$ cat config.mk
export PLATFORM = sky130hd
export DESIGN_NAME = zbtpt_div
export DESIGN_NICKNAME = d
export VERILOG_FILES = /design/src/rtl/core/zbuffer_triangle_pixel_test_core_assert.svh /design/src/rtl/core/zbtpt_pkg.sv /design/src/rtl/core/zbtpt_div.sv
export SDC_FILE = /design/constraint.sdc
export NUM_CORES = 1
export LEC_CHECK = 0
export BUFFER_PORTS_ARGS = -buffer_cell sky130_fd_sc_hd__buf_2
export CAP_MARGIN = 20
export CORE_ASPECT_RATIO = 1.5
export CORE_MARGIN = 2
export CORE_UTILIZATION = 43
export DETAILED_ROUTE_END_ITERATION = 10
export PLACE_DENSITY = 0.74
export SLEW_MARGIN = 20
export SYNTH_ARGS = -nofsm -noshare
export SYNTH_HDL_FRONTEND = slang
export SYNTH_SLANG_ARGS = --single-unit
export TNS_END_PERCENT = 10
$ cat constraint.sdc
create_clock -name clk -period 2.8 [get_ports clk]
set_clock_uncertainty 0.15 [all_clocks]
set_input_delay 0.42 -clock clk [delete_from_list [all_inputs] [get_ports clk]]
set_output_delay 0.42 -clock clk [all_outputs]
set_load 0.01 [all_outputs]
$ cat src/rtl/core/zbuffer_triangle_pixel_test_core_assert.svh
// assertion macros for the depth test core
`ifndef ZBUFFER_TRIANGLE_PIXEL_TEST_CORE_ASSERT_SVH
`define ZBUFFER_TRIANGLE_PIXEL_TEST_CORE_ASSERT_SVH
`ifndef NO_ASSERTIONS
`define ZB_ASSERT_IMP(label, clk, rst_n, a, b) \
  label: assert property (@(posedge clk) disable iff (!rst_n) (a) |-> (b)) \
    else $error("assertion failed");
`define ZB_ASSERT_NXT(label, clk, rst_n, a, b) \
  label: assert property (@(posedge clk) disable iff (!rst_n) (a) |=> (b)) \
    else $error("assertion failed");
`else
`define ZB_ASSERT_IMP(label, clk, rst_n, a, b)
`define ZB_ASSERT_NXT(label, clk, rst_n, a, b)
`endif
`endif

$ cat src/rtl/core/zbtpt_pkg.sv
`timescale 1ns / 1ps
package zbtpt_pkg;
  localparam int unsigned COORD_W = 12;
  localparam int unsigned PIX_W   = 9;
  localparam int unsigned Z_W     = 16;
  localparam int unsigned COL_W   = 4;
  localparam int unsigned NUM_W   = 52;
  localparam int unsigned AREA_W  = 26;
  // state codes
  localparam logic [2:0] ST_CLEAR = 3'd0;
  localparam logic [2:0] ST_IDLE  = 3'd1;
  localparam logic [2:0] ST_MUL   = 3'd2;
  localparam logic [2:0] ST_NUM   = 3'd3;
  localparam logic [2:0] ST_DIV   = 3'd4;
  localparam logic [2:0] ST_RD    = 3'd5;
  localparam logic [2:0] ST_WB    = 3'd6;
  localparam logic [2:0] ST_PROD  = 3'd7;
endpackage

$ cat src/rtl/core/zbtpt_div.sv
`timescale 1ns / 1ps
module zbtpt_div (
  input  logic                             clk,
  input  logic                             rst_n,
  input  logic                             start,
  input  logic [zbtpt_pkg::NUM_W-1:0]      dividend,
  input  logic [zbtpt_pkg::AREA_W-1:0]     divisor,
  output logic                             done,
  output logic [zbtpt_pkg::NUM_W-1:0]      quotient
);
  // restoring divider, one quotient bit a cycle, unsigned magnitudes
  localparam int unsigned NW = zbtpt_pkg::NUM_W;
  localparam int unsigned DW = zbtpt_pkg::AREA_W;
  localparam int unsigned CW = $clog2(NW + 1);
  logic [NW-1:0] q_r, q_nxt;
  logic [DW:0]   rem_r, rem_nxt;
  logic [DW-1:0] d_r;
  logic [CW-1:0] cnt_r, cnt_nxt;
  logic          busy_r, busy_nxt;
  logic [DW:0]   trial;
  always_comb begin
    q_nxt = q_r;
    rem_nxt = rem_r;
    cnt_nxt = cnt_r;
    busy_nxt = busy_r;
    trial = {rem_r[DW-1:0], q_r[NW-1]};
    if (start) begin
      q_nxt = dividend;
      rem_nxt = '0;
      cnt_nxt = CW'(NW);
      busy_nxt = 1'b1;
    end else if (busy_r) begin
      if (trial >= {1'b0, d_r}) begin
        rem_nxt = trial - {1'b0, d_r};
        q_nxt = {q_r[NW-2:0], 1'b1};
      end else begin
        rem_nxt = trial;
        q_nxt = {q_r[NW-2:0], 1'b0};
      end
      cnt_nxt = cnt_r - 1'b1;
      if (cnt_r == CW'(1)) busy_nxt = 1'b0;
    end
  end
  always_ff @(posedge clk) begin
    if (!rst_n) begin
      busy_r <= 1'b0;
      cnt_r <= '0;
    end else begin
      busy_r <= busy_nxt;
      cnt_r <= cnt_nxt;
    end
    q_r <= q_nxt;
    rem_r <= rem_nxt;
    if (start) d_r <= divisor;
  end
  assign done = busy_r && (cnt_r == CW'(1));
  assign quotient = trial >= {1'b0, d_r} ? {q_r[NW-2:0], 1'b1} : {q_r[NW-2:0], 1'b0};
endmodule

### Word level (Yosys, flattened, before mapping)

Cells that the tools add are included.
Widths: inputs -> output; s select.

* equality and inequality tests: 1
* mux-type cells: 9
* bitwise gates (word level): 1
* reduce and logical (&&, ||, !) cells: 3
* order comparisons: 1
* add/sub/neg operators: 2

Operators with widths (number)
* $mux 52: 2
* $ge 27x26->1: 1
* $mux 26: 1
* $sub 26x26->26: 1
* $mux 6: 2
* $eq 6x1->1 const B: 1
* $sub 6x1->6 const B: 1
* $mux 1: 4
* $reduce_bool 2->1: 1
* $reduce_or 2->1: 1
* $logic_and 1x1->1: 1
* $not 1->1: 1

* input bits: 81
* flip-flop bits (word level): 111
* output and inout bits: 53
* word-level logic and storage cells: 23

### Longest topological paths before layout

* depth in word-level cells: 4
* depth in mapped cells: 12

### Worst setup path after synthesis

Ideal clock, no wire load.

* path type: register -> register
* start point: register q_r[51]
* end point: register rem_r[18]
* cell stages (with the launch flop): 13
* buffers on the path: 0
* setup time: 0.116 ns
* clock period less this slack: 2.558 ns
* arrival time: 2.292 ns
* required time: 2.534 ns
* setup slack: 0.242 ns
* cell sequence: edfxtp_1 inv_1 ha_1 inv_1 fa_1 a21oi_1 o21ai_0 o211ai_1 a31oi_1 a41oi_1 xor2_1 o211ai_1 o211a_1

* longest elaborated chain between the ends: 2

Ends and longest elaborated chain
* from (decl): line zbtpt_div.sv:15 `logic [NW-1:0] q_r, q_nxt;`
* from (signal assigned): line zbtpt_div.sv:52 `q_r <= q_nxt;`
* $sub 26x26->26 or $ge 27x26->1 (tied branches): line zbtpt_div.sv:34, zbtpt_div.sv:33
* $mux 26 (*): line zbtpt_div.sv:33 `if (trial >= {1'b0, d_r}) begin`
* to (signal assigned): line zbtpt_div.sv:53 `rem_r <= rem_nxt;`
* to (decl): line zbtpt_div.sv:16 `logic [DW:0] rem_r, rem_nxt;`

Mark *: on every way between the ends. The rest lies on a longest branch, timed or not.
A chain may end at the register's enable or synchronous reset.

### Worst setup path after layout

* start point: register d_r[4]
* end point: register rem_r[16]

* longest elaborated chain between the ends: 2

Ends and longest elaborated chain
* from (decl): line zbtpt_div.sv:17 `logic [DW-1:0] d_r;`
* from (signal assigned): line zbtpt_div.sv:54 `if (start) d_r <= divisor;`
* $sub 26x26->26 or $ge 27x26->1 (tied branches): line zbtpt_div.sv:34, zbtpt_div.sv:33
* $mux 26 (*): line zbtpt_div.sv:33

Marked as above.

==> metrics.yaml <==
setup_path:
  cp_max_fo: 6
  cpMostUsedCell: "buf_4"
  crit_required_ns: 2.93
  path_delay_family: "buffers and inverters"
  startpoint: "d_r[4]"
  slowest_delay_ns: 0.38
  cp_num_buf_inv: 7
  slowest_stage: "edfxtp_1"
  r2r_setup_slack_ns: -0.13
  r2r_cells: 15
  cp.arrival_ns: 3.06
  crit_cells: 15
  crit_end: "rem_r[16]"
  end_kind: "register"
  r2r_end: "rem_r[16]"
  crit_chain: "inv_2, ha_4, a21o_1, or3_4, o211ai_1, nand4_1, buf_4, buf_4, buf_4, buf_4, buf_4, a21oi_2, buf_6, a22oi_1, o21ai_1"
  timing.rr.start: "d_r[4]"
  cp-start-kind: "register"
  criticalPathCategory: "register to register"
floorplanning:
  rows: 54
  io_pins: 134
  die_x_um: 103
  die-area_mm2: 0.0156
  die_h_um: 152
  start_util: 0.435
  fp.coreArea_mm2: 0.0145
final_layout:
  diodes: 0
  area_delta_synth_final_pct: 19.8
  drive_gt1_frac: 0.400
  fin_cells: 884
  finalNetCount: 793
  fillers: 1334
  design_area_mm2: 0.00754
  post-route-util: 0.521
min_path:
  min_path_type: "input pin to register"
cts:
  clockBufferDepth: 2
  cts_buffers: 9
  cts-hold-fix-buffers: 0
  htreeDepth: 3
  cts-root-buf: "clkbuf_16"
  insertion_delay_ns: 0.36
  clock_sinks: 111
  cts_tree: "built"
  clk_pin_slew_ns: 0.08
synth:
  synth_top_area_frac: 0.372
  synth_area_mm2: 0.00629
  syn-instance-count: 578
  synth_area_leaders: "edfxtp_1 37%, dfxtp_1 10%, mux2_2 9.1%, buf_4 6.1%, ha_1 5.6%"
  ys.flop_type: "edfxtp_1"
  synth_edf_count: 78
  seq_area_frac_synth: 0.477
  ys_ff_latch: 111
  synth.net_count: 688
  async_flop_share: 0
  avgSynthCellArea_um2: 10.9
  yosysUniqueCellTypes: 58
  ys.warnings.count: 0
  yosysTopAreaCell: "edfxtp_1"
routing:
  vias: 4707
  first_pass_iters: 6
  drc: 0
  wl_per_cell_um: 16.8
  antenna_left: 0
  viasPerCell: 5.32
  wl_um: 14800
  drt_iter0_markers: 227
sta:
  rsz0062_at_grt: "yes"
  slew_viol_final: 0
  fin_ws_ns: -0.126
  min_period_ns: 2.93
  tightest_slew_ns: 0.578
  hold-worst-slack_ns: 0.0786
  hold_violations: 0
  final.period_utilization: 1.04
  finalSetupTns_ns: -0.749
  slew_headroom: 0.614
  finalSetupViolCount: 7
  fmax_mhz: 342
global_routing:
  gr-usage-met1: 0.221
  grt_overflow: 0
  met2_usage: 0.336
  antenna_found_initial: 0
  grt_usage: 0.191
  grt_start_max_net_pins: 49
  grt_use_met3: 0.0463
  grt_first_pass_wirelength_um: 23800
  grt_pass1_vias: 4986
  grt_busiest_layer: "met2"
run_status:
  failed_checks: "negative setup slack"
  status: "finished, violations left"
power:
  p_leak_nw: 3.11
  power_density_mw_per_mm2: 548
  ir_worst_vdd_v: 0.000417
  total_power_mw: 4.13
placement:
  post-place-ws_ns: -0.127
  dp_cells: 854
  io_buffers: 133
  dp_hpwl_um: 10500
  place_congestion: 0.930
  placed_area_mm2: 0.00687
job:
  drv_cap: 0
[registers in the layout, summed over array words and instances (netlist names)]
name,cells
rem_r,26
q_r,52
busy_r,1
cnt_r,6
d_r,26
[cell families (layout without fill, tap and decap cells)]
group / after synthesis / after routing / synth area share
adders and majority gates: 29 / 29 / 0.0589
buffers and inverters: 112 / 222 / 0.101
and+or+nand+nor: 114 / 114 / 0.0885
xor gates and xnor gates: 28 / 28 / 0.0390
muxes: 57 / 57 / 0.102
AOI/OAI and AO/OA: 127 / 127 / 0.134
DFF: 111 / 111 / 0.477
[cells in the mapped netlist (6+ instances only)]
| library cell | instances |
|---|---|
| edfxtp_1 | 78 |
| nand3_1 | 8 |
| a21boi_0 | 7 |
| a21o_1 | 7 |
| inv_1 | 40 |
| nand2_1 | 19 |
| mux2_2 | 51 |
| buf_4 | 51 |
| o21a_1 | 7 |
| nor2_1 | 44 |
| a211oi_1 | 14 |
| xor2_1 | 15 |
| o21ai_0 | 18 |
| xnor2_1 | 13 |
| ha_1 | 28 |
| nor3_1 | 7 |
| a21oi_1 | 32 |
| dfxtp_1 | 33 |
| a22oi_1 | 7 |
| o21bai_1 | 6 |
| clkbuf_1 | 9 |
| nand4_1 | 8 |
[cell type report]
cell class	instances	area [um^2]	share of cell area
tap	196	245	0.0325
inverter	41	155	0.0206
sequential	111	3000	0.398
timing repair buffer	165	931	0.124
multi-input combinational	355	2920	0.387
clock inverter	6	57.6	0.00764
clock buffer	10	229	0.0304
[cells in the final DEF, fill, tap and decap left out, types with 4 or more instances in the layout]
cell / synthesis / final
a211oi_1: 14 / 12
a21boi_0: 7 / 5
a21o_1: 7 / 7
a21oi_1: 32 / 28
a22oi_1: 7 / 5
and3_1: 5 / 5
buf_2: 5 / 131
buf_4: 51 / 31
clkbuf_16: 0 / 9
dfxtp_1: 33 / 33
edfxtp_1: 78 / 78
ha_1: 28 / 14
ha_4: 0 / 11
inv_1: 40 / 38
mux2_2: 51 / 51
mux2i_1: 5 / 5
nand2_1: 19 / 19
nand3_1: 8 / 7
nand3b_1: 4 / 4
nand4_1: 8 / 8
nor2_1: 44 / 43
nor2b_1: 5 / 5
nor3_1: 7 / 6
o211ai_1: 4 / 4
o21a_1: 7 / 7
o21ai_0: 18 / 11
o21ai_1: 4 / 10
o21bai_1: 6 / 6
xnor2_1: 13 / 13
xor2_1: 15 / 15
[repair_timing]
item,in CTS,in global routing
pin swaps,13,11
buffers inserted,12,2
endpoints found under the setup margin,5,24
resized for setup,30,25
[layer usage]
layer  up-vias  routed length, um
met5         -                  0
met4         0                520
met3        40                966
met2       180               7730
met1      2225               5600
li1       2262                  -
[worst min path at each step]
stage,slack (ns),startpoint,depth (start not counted),end
2_1_floorplan,0.30,rem_r[8],2,rem_r[8]
3_3_place_gp,0.33,cnt_r[1],2,cnt_r[1]
3_5_place_dp,0.33,rem_r[8],2,rem_r[8]
4_1_cts,0.07,divisor[2],1,d_r[2]
5_1_grt,0.07,divisor[2],1,d_r[2]
6_report,0.08,divisor[2],1,d_r[2]
[power by group]
group	total, mW	internal (mW)	switching [mW]	leakage (nW)
Clock	1.28	0.630	0.652	0.142
Sequential	2.00	1.92	0.0811	1.05
Combinational	0.847	0.401	0.446	1.92
Total	4.13	2.95	1.18	3.11
Power figures use the tool's default switching activity.
